`src/rtl/kact_pkg.sv`:
```
package kact_pkg;

    localparam int TABLE_DEPTH = 1024;
    localparam int IDX_W = $clog2(TABLE_DEPTH);
    localparam int FILL_W = $clog2(TABLE_DEPTH + 1);

    localparam int ADDR_W = 9;
    localparam int TYPE_W = 21;
    localparam int KIND_W = 2;
    localparam int SEL_W = 10;
    localparam int CNT_W = 32;
    localparam int USED_W = 11;

    localparam logic ACT_COUNT = 1'b0;
    localparam logic ACT_READ  = 1'b1;

    localparam logic [KIND_W-1:0] KIND_READ  = 2'd0;
    localparam logic [KIND_W-1:0] KIND_WRITE = 2'd1;

    typedef struct packed {
        logic              action;
        logic [ADDR_W-1:0] node_address;
        logic [TYPE_W-1:0] data_type;
        logic [KIND_W-1:0] access_kind;
        logic [SEL_W-1:0]  entry_select;
    } cmd_t;

    typedef struct packed {
        logic [SEL_W-1:0]  entry_index;
        logic              entry_valid;
        logic [ADDR_W-1:0] key_address;
        logic [TYPE_W-1:0] key_type;
        logic [CNT_W-1:0]  read_count;
        logic [CNT_W-1:0]  write_count;
        logic [CNT_W-1:0]  other_count;
        logic              table_full;
        logic [USED_W-1:0] used_entries;
    } rsp_t;

    typedef struct packed {
        logic [ADDR_W-1:0] key_address;
        logic [TYPE_W-1:0] key_type;
        logic [CNT_W-1:0]  read_count;
        logic [CNT_W-1:0]  write_count;
        logic [CNT_W-1:0]  other_count;
    } entry_t;

endpackage

```
`src/rtl/kact_head.sv`:
```
module kact_head (
    input  logic             clk,
    input  logic             rst_n,
    input  logic             start,
    output logic             busy,
    input  kact_pkg::cmd_t   cmd,
    input  kact_pkg::entry_t cur,
    output logic             shift,
    output kact_pkg::entry_t wb,
    output logic             done,
    output kact_pkg::rsp_t   rsp
);

    typedef enum logic [1:0] {
        ST_IDLE  = 2'b01,
        ST_SWEEP = 2'b10
    } state_t;

    state_t                         state_reg;
    logic [kact_pkg::IDX_W-1:0]     step_reg;
    logic [kact_pkg::FILL_W-1:0]    fill_reg;
    logic [kact_pkg::FILL_W-1:0]    fill_next;
    logic                           found_reg;
    logic                           done_reg;
    kact_pkg::cmd_t                 item_reg;
    kact_pkg::rsp_t                 res_reg;
    kact_pkg::rsp_t                 res_next;
    kact_pkg::rsp_t                 res_start;
    kact_pkg::entry_t               cap_entry;
    kact_pkg::entry_t               fresh;
    logic                           cap;
    logic                           in_fill;
    logic                           at_fill;
    logic                           last;

    function automatic kact_pkg::entry_t bump(input kact_pkg::entry_t e,
                                              input logic [kact_pkg::KIND_W-1:0] kind);
        kact_pkg::entry_t r;
        r = e;
        case (kind)
            kact_pkg::KIND_READ:
            begin
                if (e.read_count != '1)
                begin
                    r.read_count = e.read_count + 1'b1;
                end
            end
            kact_pkg::KIND_WRITE:
            begin
                if (e.write_count != '1)
                begin
                    r.write_count = e.write_count + 1'b1;
                end
            end
            default:
            begin
                if (e.other_count != '1)
                begin
                    r.other_count = e.other_count + 1'b1;
                end
            end
        endcase
        return r;
    endfunction

    assign in_fill = kact_pkg::FILL_W'(step_reg) < fill_reg;
    assign at_fill = kact_pkg::FILL_W'(step_reg) == fill_reg;
    assign last    = step_reg == kact_pkg::IDX_W'(kact_pkg::TABLE_DEPTH - 1);

    always_comb
    begin
        fresh              = '0;
        fresh.key_address  = item_reg.node_address;
        fresh.key_type     = item_reg.data_type;
        wb        = cur;
        cap       = 1'b0;
        cap_entry = cur;
        fill_next = fill_reg;
        if (item_reg.action == kact_pkg::ACT_COUNT)
        begin
            if (!found_reg && in_fill && cur.key_address == item_reg.node_address
                && cur.key_type == item_reg.data_type)
            begin
                cap_entry = bump(cur, item_reg.access_kind);
                wb        = cap_entry;
                cap       = 1'b1;
            end
            else if (!found_reg && at_fill)
            begin
                // first free slot reached with no hit: append the key here
                cap_entry = bump(fresh, item_reg.access_kind);
                wb        = cap_entry;
                cap       = 1'b1;
                fill_next = fill_reg + 1'b1;
            end
        end
        else
        begin
            if (in_fill && 32'(step_reg) == 32'(item_reg.entry_select))
            begin
                cap = 1'b1;
            end
        end

        res_next = res_reg;
        if (cap)
        begin
            res_next.entry_index = kact_pkg::SEL_W'(step_reg);
            res_next.entry_valid = 1'b1;
            res_next.key_address = cap_entry.key_address;
            res_next.key_type    = cap_entry.key_type;
            res_next.read_count  = cap_entry.read_count;
            res_next.write_count = cap_entry.write_count;
            res_next.other_count = cap_entry.other_count;
            res_next.table_full  = 1'b0;
        end
        res_next.used_entries = kact_pkg::USED_W'(fill_next);
    end

    always_comb
    begin
        res_start = '0;
        if (cmd.action == kact_pkg::ACT_READ)
        begin
            res_start.entry_index = cmd.entry_select;
        end
        else
        begin
            // stays set only if the sweep finds neither the key nor a free slot
            res_start.table_full = 1'b1;
        end
    end

    always_ff @(posedge clk or negedge rst_n)
    begin
        if (!rst_n)
        begin
            state_reg <= ST_IDLE;
            step_reg  <= '0;
            fill_reg  <= '0;
            found_reg <= 1'b0;
            done_reg  <= 1'b0;
        end
        else
        begin
            done_reg <= 1'b0;
            unique case (state_reg)
                ST_IDLE:
                begin
                    if (start)
                    begin
                        step_reg  <= '0;
                        found_reg <= 1'b0;
                        state_reg <= ST_SWEEP;
                    end
                end
                ST_SWEEP:
                begin
                    step_reg  <= step_reg + 1'b1;
                    fill_reg  <= fill_next;
                    found_reg <= found_reg | cap;
                    if (last)
                    begin
                        done_reg  <= 1'b1;
                        state_reg <= ST_IDLE;
                    end
                end
                default:
                begin
                    state_reg <= ST_IDLE;
                end
            endcase
        end
    end

    always_ff @(posedge clk)
    begin
        if (state_reg == ST_IDLE && start)
        begin
            item_reg <= cmd;
            res_reg  <= res_start;
        end
        else if (state_reg == ST_SWEEP)
        begin
            res_reg <= res_next;
        end
    end

    assign busy  = state_reg != ST_IDLE;
    assign shift = state_reg == ST_SWEEP;
    assign done  = done_reg;
    assign rsp   = res_reg;

endmodule

```
`config.mk`:
```
export PLATFORM = sky130hd
export DESIGN_NAME = kact_head
export DESIGN_NICKNAME = d
export VERILOG_FILES = /design/src/rtl/kact_pkg.sv /design/src/rtl/kact_head.sv
export SDC_FILE = /design/constraint.sdc
export NUM_CORES = 1
export LEC_CHECK = 0
export BUFFER_PORTS_ARGS = -buffer_cell sky130_fd_sc_hd__clkbuf_2
export CAP_MARGIN = 10
export CELL_PAD_IN_SITES_DETAIL_PLACEMENT = 0
export CELL_PAD_IN_SITES_GLOBAL_PLACEMENT = 1
export CORE_UTILIZATION = 35
export CTS_CLUSTER_DIAMETER = 100
export DETAILED_ROUTE_END_ITERATION = 10
export PLACE_DENSITY = 0.8
export SYNTH_ARGS = -nofsm -noshare
export SYNTH_HDL_FRONTEND = slang
export SYNTH_SLANG_ARGS = --single-unit
```
`constraint.sdc`:
```
create_clock -name clk -period 4.3 [get_ports clk]
set_clock_uncertainty 0.15 [all_clocks]
set_input_delay 0.215 -clock clk [delete_from_list [all_inputs] [get_ports clk]]
set_output_delay 0.215 -clock clk [all_outputs]
set_load 0.01 [all_outputs]
```
==> reports/results.txt, run 1 <==
Status: complete, no violations
FFs w/ async S/R, synth: 0.115
Cell taking the most area after synthesis: dfxtp_1
1st-iter DRT viols: 1036
Number of antenna violations at the first check in global routing: 1
Clk root buf: clkbuf_16
Synth Instances: 1463
Die Ht: 195 microns
EDFF count, synth: 54
Starting Density: 0.355
Number of max-cap violations: 0
Post-Syn Area per Cell: 8.87 sq um
Endpoint type of the worst setup path: output port
Via count: 14352
Worst EP required: 3.93 ns
Clock Latency Late Sink: 0.57 ns
Row count: 70
Largest register FFs: 149
Worst-path maximum fanout: 21
Synth warn: 0
Max clock buf depth: 3
Netlist cell types: 85
IO buf count: 449
Arr. time, crit path: 3.79 ns
Fin Hold WS: 0.0147 ns
Worst Slack Setup Final: 0.147 ns
Cts bufs inserted: 26
Clock sink total: 217
Slew @ Worst Pin: 1.00 ns
Routability cong.: 0.861
Core area: 36500 sq um
Share of post-route cells with drive strength above 1: 0.288
Drc violations: 0
Slew margin rel.: 0.331
Largest net degree at the start of global routing: 90
Fmax: 241 MHz
Final nets: 2232
Vias per inst: 5.66
Mapped Area: 13000 sq um
WS Path Type: reg -> out
Die area: 37900 sq um
HPWL reported at the end of detailed placement: 40600 microns
Pwr per Cell Area: 331 nW/um^2
IO Pins: 450
Tot GR Track Use: 0.283
Pre-antenna DRT Iters: 5
Final setup violating endpoints: 0
Grt total ovfl: 0
Final Hold Vio Count: 0
Hold crit path type: in -> reg
Leakage power: 8.72 nW
Final Cycle Share: 0.966
H-tree lvl count: 1
WL per Instance: 21.9 microns
Unrepaired setup endpoints after global routing: no
Seq/Total Area, Yosys: 0.386
Vias in the first global route: 13940
Die Wd: 195 microns
Maximum vdd drop: 310 uV
CTS tree: built
Final ANT Viol Nets: 0
Clock slew at reported path FFs: 0.06 ns
Fin. max-slew vios: 0
Min Tclk post-route: 4.15 ns
TNS Setup: 0 ns
Top FF cell, synth: dfxtp_1
WL final: 55500 microns
Yosys top cell area share: 0.213
Postcts setup bufs: 0
Synthesis-to-finish area growth: 40.6%
Setup slack at placement: 0.665 ns
Post-Syn Nets: 1650
Dominant cells by area after synthesis: dfxtp_1 21%, edfxtp_1 12%, nand3_1 4.8%
Setup crit start kind: flip-flop
FF+latch count, synth: 217
First-pass GRT wire length: 83700 microns
-- cells in the mapped netlist (5+ instances only) --
cell type,instances
a21oi_1,37
o31ai_1,10
buf_2,24
nor4_2,6
and4_1,19
or4_1,13
mux2_2,10
nor2_1,69
mux2i_1,28
or3_1,19
nand3_1,125
xor2_1,22
a21o_1,76
edfxtp_1,54
ha_1,15
a211o_1,7
inv_1,63
or2_2,9
mux2_4,9
clkbuf_1,56
a31o_2,5
a31oi_1,23
nand4_1,39
and3_1,91
o21ai_1,6
nor4_1,21
o32ai_1,5
mux2_1,14
a2bb2oi_1,30
xnor2_1,33
o31a_1,5
o2bb2ai_1,5
o211ai_1,21
nand4b_1,10
nand2_1,89
and2_1,8
dfxtp_1,138
buf_1,6
dfrtp_1,24
o21ai_0,76
buf_6,7
a22o_1,20
o22ai_1,5
nor3_1,39
-- worst max-delay path, stage by stage (launching register included) --
cell and delay (ns):
edfxtp_1 0.40, xnor2_1 0.34, or4b_1 0.54, nor4_4 0.43, and4_1 0.35, buf_4 0.34
nand4_1 0.22, or2_2 0.34, nand2_1 0.09, clkbuf_2 0.14
-- power by group --
group,switching (mW),internal [mW]
sequential,0.106,2.30
clock,0.938,1.36
combinational,0.853,0.473
-- cell families after synthesis --
family / synth area share
AO/OA/AOI/OAI: 0.207
XOR/XNOR: 0.0371
adder cells (fa/ha/maj): 0.0145
buffers and inverters: 0.0532
flip-flops: 0.386
multiplexers: 0.0528
AND/OR/NAND/NOR: 0.249
-- layout by cell type, fill, tap and decap left out, types with 28 or more instances in the layout --
cell and n:
nor3_1 39, nand4_1 39, clkbuf_2 449, inv_1 62, and3_1 91, a21o_1 75
nor2_1 69, nand3_1 125, edfxtp_1 54, xnor2_1 33, a2bb2oi_1 30, mux2i_1 28
buf_4 37, dlygate4sd3_1 159, a21oi_1 37, o21ai_0 76, nand2_1 87, dfxtp_1 138
-- metal layers --
metal,vias to the layer above,track usage,share of wire
li1,6706,-,-
met1,6945,0.367,0.42
met2,596,0.473,0.47
met5,-,0,0
met4,0,0.0932,0.033
met3,105,0.0533,0.073
-- final timing paths --
| kind | start | endpoint | slack (ns) | depth (start not counted) |
|---|---|---|---|---|
| min in group asynchronous | rst_n | done | 0.05 | 2 |
| hold reg to reg | rsp[138] | rsp[138] | 0.30 | 2 |
| setup / recovery | fresh[98] | wb[38] | 0.15 | 9 |
| setup reg to reg | fresh[98] | rsp[116] | 0.38 | 9 |
| max in group asynchronous | rst_n | fill_reg[2] | 3.55 | 2 |
| hold / removal | cur[90] | rsp[102] | 0.01 | 3 |
-- layout make-up --
type                            instances  area, sq um
Inverter                               63          236
Fill cell                            3452        18300
Multi-Input combinational cell       1088         7330
Antenna cell                            2         5.00
Clock inverter                          5          101
Sequential cell                       217         5010
Clock buffer                           43          785
Timing Repair Buffer                  649         4200
Tap cell                              468          586
-- repair_timing --
| action | CTS | global route |
|---|---|---|
| endpoints found under the hold margin | 189 | 0 |
| hold buffers | 159 | 0 |
| endpoints found under the setup margin | 0 | 9 |
| gates resized for setup | 0 | 5 |
-- metrics by stage --
stage / util / area [sq um] / total power [mW] / instances
3_3_place_gp: 0.431 / 15700 / 3.62 / 2325
3_5_place_dp: 0.431 / 15700 / 3.64 / 2325
4_1_cts: 0.499 / 18200 / 6.06 / 2532
6_report: 0.500 / 18200 / 6.03 / 2535
5_1_grt: 0.500 / 18200 / 6.27 / 2534
2_1_floorplan: - / 13000 / 3.07 / 1463
No activity file was read; power rests on OpenSTA's default activity.
==> run 2, diff against run 1 <==
ABC_AREA = 1   (was unset)
PLACE_DENSITY = 0.83   (was 0.8)
==> run 2 against run 1 <==
Sequential share of layout area shrank 3.5 points. Count of clock-buffer cells in the layout fell by 11. Global-route usage decreased by 0.52 points. Sequential power down 11%. Synthesized cell count increased by 85%. Non-clock buffer count decreased by 21. Die area is 22% higher. Critical path depth rose by 4. Via count grew 36%. Combinational power fell by 43%.
==> reports/results.txt, run 2 <==
Dominant cells by area after synthesis: nand2_1 28%, dfxtp_1 17%, nand3_1 14%
IO Pins: 450 (unchanged)
1st-iter DRT viols: 1415 (+37%)
Postcts setup bufs: 0 (unchanged)
IO buf count: 449 (unchanged)
Share of post-route cells with drive strength above 1: 0.173 (-0.115)
Mux cell area share after synthesis: 0.000633 (-0.0522)
Area occupied by multi-input gates: 9510 sq um (+30%)
Clock sink total: 217 (unchanged)
Vias in the first global route: 18335 (+32%)
Final setup violating endpoints: 0 (unchanged)
Cell with the most instances after synthesis: nand2_1
Pwr per Cell Area: 251 nW/um^2 (-24%)
Fmax: 249 MHz (+3.4%)
Seq/Total Area, Yosys: 0.317 (-0.0695)
Hold Crit Start: cur[8]
CTS tree: built
Final ANT Viol Nets: 0 (unchanged)
RR Endpoint: rsp[59]
Hold crit path type: in -> reg
Row count: 77 (+10%)
TNS Setup: 0 ns (unchanged)
Die area: 46100 sq um (+22%)
Endpoint type of the worst setup path: output port
WL per Instance: 17.1 microns (-22%)
Top FF cell, synth: dfxtp_1
Register area: 5010 sq um (unchanged)
Routability cong.: 0.945 (+9.8%)
Maximum vdd drop: 255 uV (-18%)
FF+latch count, synth: 217 (unchanged)
Core area: 44400 sq um (+22%)
Final Cycle Share: 0.934 (-0.0315)
Worst Setup EP: wb[50]
HPWL reported at the end of detailed placement: 48500 microns (+19%)
Clk root buf: clkbuf_16
Die Ht: 215 microns (+10%)
Via count: 19517 (+36%)
Compound-Gate Fraction of Synth Area: 0.0468 (-0.160)
Grt total ovfl: 0 (unchanged)
Die Wd: 215 microns (+10%)
Netlist cell types: 42 (-51%)
Mapped Area: 15800 sq um (+22%)
H-tree lvl count: 1 (unchanged)
Cell taking the most area after synthesis: nand2_1
Worst Setup SP: fill_reg[9]
Unrepaired setup endpoints after global routing: no
Worst reg2reg startpoint: fill_reg[9]
Worst-path maximum fanout: 27 (+29%)
Pre-antenna DRT Iters: 5 (unchanged)
Max clock buf depth: 3 (unchanged)
Tot GR Track Use: 0.278 (-0.00519)
Slew @ Worst Pin: 1.23 ns (+0.230 ns)
WL final: 65700 microns (+18%)
Post-Syn Nets: 2887 (+75%)
Number of antenna violations at the first check in global routing: 2 (+1)
Most frequent cells after synthesis: 1193 x nand2_1, 438 x nand3_1, 206 x nor2_1
Largest family of logic cells by synthesized area: simple AND/OR/NAND/NOR gates
Arr. time, crit path: 3.65 ns (-0.14 ns)
Fin. max-slew vios: 0 (unchanged)
First-pass GRT wire length: 102000 microns (+22%)
Simple-gate share of the synthesized area: 0.519 (+0.270)
WS Path Type: reg -> out
Synth warn: 0 (unchanged)
Fin Hold WS: 0.0196 ns (+0.00491 ns)
Number of max-cap violations: 0 (unchanged)
Cts bufs inserted: 27 (+3.8%)
Largest register FFs: 149 (unchanged)
Post-synthesis adder-cell area fraction: 0.0119 (-0.00260)
EDFF count, synth: 54 (unchanged)
Post-Syn Area per Cell: 5.86 sq um (-34%)
Most frequent cells in the layout: 1192 x nand2_1, 449 x clkbuf_2, 437 x nand3_1
Final nets: 3419 (+53%)
Final Hold Vio Count: 0 (unchanged)
Synthesis-to-finish area growth: 32.4%
Leakage power: 11.0 nW (+26%)
Starting Density: 0.356 (+0.000985)
Worst EP required: 3.93 ns (about the same)
Commonest non-fill, non-tap cell in the layout: nand2_1
Synth Instances: 2700 (+85%)
Setup crit start kind: flip-flop
Largest net degree at the start of global routing: 104 (+16%)
Drc violations: 0 (unchanged)
Clock slew at reported path FFs: 0.06 ns (about the same)
Fillcell total: 4671 (+35%)
R2R cell count: 13 (+4)
Yosys top cell area share: 0.283 (+0.0701)
Vias per inst: 5.07 (-10%)
Min Tclk post-route: 4.02 ns (-0.135 ns)
Slew margin rel.: 0.177 (-0.153)
Clock Latency Late Sink: 0.57 ns (about the same)
FFs w/ async S/R, synth: 0.115 (unchanged)
Status: complete, no violations
Worst reg2reg setup slack: 0.57 ns (+0.19 ns)
Post-synthesis xor/xnor area fraction: 0.0194 (-0.0177)
run 2: changes by cell type in the layout (fill, tap and decap cells not counted), sizes merged, moves of 27 or more:
cell     previous run  this run
and2                8        38
mux2               33         0
inv                64       206
and3               91         0
nor2               70       209
a21o               77         1
o21ai              83       116
mux2i              28         1
nor4               28         1
nand3             125       444
nand2              90      1197
a2bb2oi            30         0
run 2: final cells by class:
class                      instances  area share
timing repair buffer             628       0.191
antenna                            1    0.000119
multi-input combinational       2153       0.454
inverter                         205      0.0369
clock inverter                    18     0.00943
sequential                       217       0.239
clock buffer                      32      0.0336
tap                              592      0.0353
run 2: layer usage:
| layer | up-vias | part of all wire | track usage |
|---|---|---|---|
| li1 | 9652 | - | - |
| met1 | 9030 | 0.44 | 0.362 |
| met2 | 727 | 0.46 | 0.469 |
| met3 | 106 | 0.067 | 0.0447 |
| met4 | 2 | 0.030 | 0.0871 |
| met5 | - | 0.00020 | 0 |
run 2: worst min path at each step:
stage          endpoint  slack, ns  cells after the start
2_1_floorplan      done      -0.23                      0
3_3_place_gp       done       0.13                      1
3_5_place_dp       done       0.12                      1
4_1_cts         rsp[56]     0.0005                      5
5_1_grt         rsp[56]       0.04                      5
6_report        rsp[20]       0.02                      5
run 2: what timing repair did:
item | in CTS | in global routing
hold endpoints to repair | 191 | 0
hold buffers | 157 | 0
endpoints found under the setup margin | 0 | 57
resized for setup | 0 | 2
run 2: through the flow:
stage | instance area, sq um | util | std cells | power [mW] | setup WS [ns]
floorplan | 15800 | - | 2700 | 2.49 | 1.51
global placement | 18500 | 0.416 | 3638 | 2.80 | 0.738
detailed placement | 18500 | 0.416 | 3638 | 2.81 | 0.661
CTS | 20900 | 0.472 | 3845 | 5.32 | 0.0310
global route | 21000 | 0.472 | 3845 | 5.47 | 0.0229
finish | 21000 | 0.472 | 3846 | 5.26 | 0.283
run 2: where the power goes:
group / internal (mW) / switching (mW) / total [mW] / leakage, nW
Sequential: 2.12 / 0.0175 / 2.14 / 1.94
Clock: 1.37 / 1.01 / 2.37 / 0.436
Combinational: 0.323 / 0.430 / 0.753 / 8.62
Total: 3.81 / 1.45 / 5.26 / 11.0
run 2: cell families after synthesis:
| family | after synthesis |
|---|---|
| fa+ha+maj | 15 |
| mux | 1 |
| xor+xnor | 35 |
| buf+inv | 330 |
| flops | 217 |
| simple gates | 1959 |
| compound gates | 143 |
run 2: critical path, cell delays in order (launching register included):
cell and delay [ns]:
dfrtp_1 0.43, inv_1 0.10, ha_1 0.33, nand4_1 0.22
inv_1 0.09, nand2_1 0.07, nand3_1 0.11, inv_1 0.11
nand3_4 0.34, nor2_1 0.36, buf_4 0.28, nand2_1 0.06
o21ai_0 0.36, clkbuf_2 0.21
==> run 3, diff against run 2 <==
==> constraint.sdc (replaced) <==
create_clock -name clk -period 4.3 [get_ports clk]
set_clock_uncertainty 0.15 [all_clocks]
set_input_delay 1.075 -clock clk [delete_from_list [all_inputs] [get_ports clk]]
set_output_delay 1.075 -clock clk [all_outputs]
set_load 0.01 [all_outputs]
==> run 3 against run 2 <==
Register-to-register slack better by 0.56 ns. First-iteration DRC count decreased by 3.9%. Total power decreased by 3.2%. Non-clock buffer count fell by 16. Count of clock-buffer cells in the layout shrank 1. Final cell count is 0.44% lower. Via count shrank 0.79%. Sequential power about the same. Core utilization up 0.48 points. Combinational power is 6.1% lower. Fmax fell by 5.1%. Largest cell class unchanged. Largest power group unchanged.
==> reports/results.txt, run 3 (synthesized netlist as in run 2, its figures left out) <==
Via count: 19363 (-0.79%)
H-tree lvl count: 1 (unchanged)
Routability cong.: 0.968 (+2.4%)
WS Path Type: in -> out
IO Pins: 450 (unchanged)
Worst reg2reg startpoint: fill_reg[8]
HPWL reported at the end of detailed placement: 50900 microns (+5.0%)
IO buf count: 449 (unchanged)
Power Internal: 3.69 mW (-3.0%)
Combinational group share of total power: 0.139 (-0.004)
Worst Slack Setup Final: 0.0645 ns (-0.218 ns)
Pwr per Cell Area: 240 nW/um^2 (-4.2%)
Vias in the first global route: 18325 (-0.055%)
1st-iter DRT viols: 1360 (-3.9%)
Tot GR Track Use: 0.279 (+0.000692)
Worst Setup EP: wb[55]
Number of antenna violations at the first check in global routing: 3 (+1)
Largest register FFs: 149 (unchanged)
Number of max-cap violations: 0 (unchanged)
Final Hold Vio Count: 0 (unchanged)
Final Cycle Share: 0.985 (+0.0507)
Setup slack at placement: -0.0641 ns (-0.725 ns)
Clock network fraction of total power: 0.442 (-0.009)
Row count: 77 (unchanged)
Psw: 1.40 mW (-3.9%)
Synthesis-to-finish area growth: 33.8%
Fillcell total: 4660 (-0.24%)
Worst EP required: 3.07 ns (-0.86 ns)
Final setup violating endpoints: 0 (unchanged)
Clk root buf: clkbuf_16
Placed cells: 3740 (+2.8%)
CTS Hold Bufs: 0 (-100%)
Hold Crit Start: rsp[138]
Hold crit path type: reg -> reg
Clock sink total: 217 (unchanged)
Commonest non-fill, non-tap cell in the layout: nand2_1
Vias per inst: 5.06 (-0.35%)
Switching portion of total power: 0.274 (-0.00187)
Grt total ovfl: 0 (unchanged)
WL per Instance: 17.3 microns (+1.0%)
Slew @ Worst Pin: 1.04 ns (-0.198 ns)
Die area: 46100 sq um (unchanged)
Total power: 5.09 mW (-3.2%)
Placed cell area: 19300 sq um (+4.7%)
Unrepaired setup endpoints after global routing: yes
Register area: 5020 sq um (+0.25%)
Maximum vdd drop: 316 uV (+24%)
Pre-antenna DRT Iters: 5 (unchanged)
Clock Latency Late Sink: 0.55 ns (-0.02 ns)
RR Endpoint: rsp[52]
Min Tclk post-route: 4.24 ns (+0.218 ns)
Fmax: 236 MHz (-5.1%)
Starting Density: 0.356 (unchanged)
Leakage power: 11.2 nW (+1.5%)
Endpoint type of the worst setup path: output port
Drc violations: 0 (unchanged)
Cell Count, Final, Fillers Out: 3829 (-0.44%)
WL final: 66100 microns (+0.56%)
Final ANT Viol Nets: 0 (unchanged)
Status: complete, no violations
Cts bufs inserted: 26 (-3.7%)
Worst reg2reg setup slack: 1.13 ns (+0.56 ns)
Arr. time, crit path: 3.01 ns (-0.64 ns)
Fin Hold WS: 0.298 ns (+0.278 ns)
Die Wd: 215 microns (unchanged)
Clock slew at reported path FFs: 0.06 ns (about the same)
Worst-path maximum fanout: 8 (-70%)
Flop pwr share: 0.420 (+0.014)
First-pass GRT wire length: 102000 microns (about the same)
Final nets: 3402 (-0.50%)
Die Ht: 215 microns (unchanged)
Area occupied by multi-input gates: 9900 sq um (+4.1%)
Slew margin rel.: 0.309 (+0.132)
Core area: 44400 sq um (unchanged)
Final Cell Area: 21200 sq um (+1.0%)
Most frequent cells in the layout: 1155 x nand2_1, 431 x nand3_1, 419 x clkbuf_2
CTS tree: built
Largest net degree at the start of global routing: 109 (+4.8%)
Share of post-route cells with drive strength above 1: 0.249 (+0.0764)
Worst Setup SP: cur[112]
Setup crit start kind: input pin
Fin. max-slew vios: 0 (unchanged)
R2R cell count: 14 (+1)
Max clock buf depth: 3 (unchanged)
## run 3: changes by cell type in the layout (fill, tap and decap cells not counted), sizes merged, moves of 3 or more
cell and change:
clkbuf -29, dlygate4sd3 -157, buf +168, inv -3, clkinvlp +3
## run 3: how the worst min path moves through the flow
stage,endpoint,slack [ns],depth (start not counted)
after floorplan,fill_reg[10],0.28,2
after global routing,rsp[2],0.33,2
after detailed placement,rsp[138],0.29,2
after global placement,rsp[138],0.29,2
after CTS,rsp[138],0.30,2
final,rsp[138],0.30,2
## run 3: power by group through the flow
stage          combinational [mW]  sequential [mW]  clock, mW
3_3_place_gp                0.673             2.18          0
5_1_grt                     0.781             2.14       2.38
3_5_place_dp                0.676             2.18          0
2_1_floorplan               0.303             2.19          0
6_report                    0.707             2.14       2.25
4_1_cts                     0.681             2.14       2.30
## run 3: timing repair
| action | in CTS | in global routing |
|---|---|---|
| setup endpoints to repair | 116 | 114 |
| pin swaps | 4 | 25 |
| cloned | 2 | 1 |
| buffers inserted | 25 | 11 |
| hold endpoints to repair | 0 | 0 |
| resized for setup | 42 | 165 |
## run 3: per-stage QoR
stage | util | setup TNS, ns
global route | 0.477 | -0.263
finish | 0.477 | 0
global placement | 0.435 | -0.00840
floorplan | - | 0
CTS | 0.465 | 0
detailed placement | 0.435 | -0.180
## run 3: cell type report
class,count,share of cell area
inverter,205,0.0369
clock buffer,31,0.0331
sequential,217,0.237
tap,592,0.0350
multi-input combinational,2153,0.468
timing repair buffer,612,0.182
clock inverter,17,0.00774
antenna,2,0.000236
## run 3: critical path, cell delays in order
cell	delay, ns
clkbuf_2	0.10
nand2_1	0.12
nand2_1	0.09
nor2_1	0.10
nand3_1	0.14
nor2_2	0.13
nand3_1	0.14
nor2_4	0.21
buf_12	0.14
buf_12	0.14
buf_8	0.13
nand3_1	0.10
nand3_1	0.10
and2_1	0.15
clkbuf_2	0.14
## run 3: routing by layer
layer | vias to the layer above | track usage | share of wire
met5 | - | 0 | 0.00017
met4 | 2 | 0.105 | 0.033
met3 | 112 | 0.0617 | 0.081
met2 | 747 | 0.456 | 0.45
met1 | 8884 | 0.358 | 0.43
li1 | 9618 | - | -
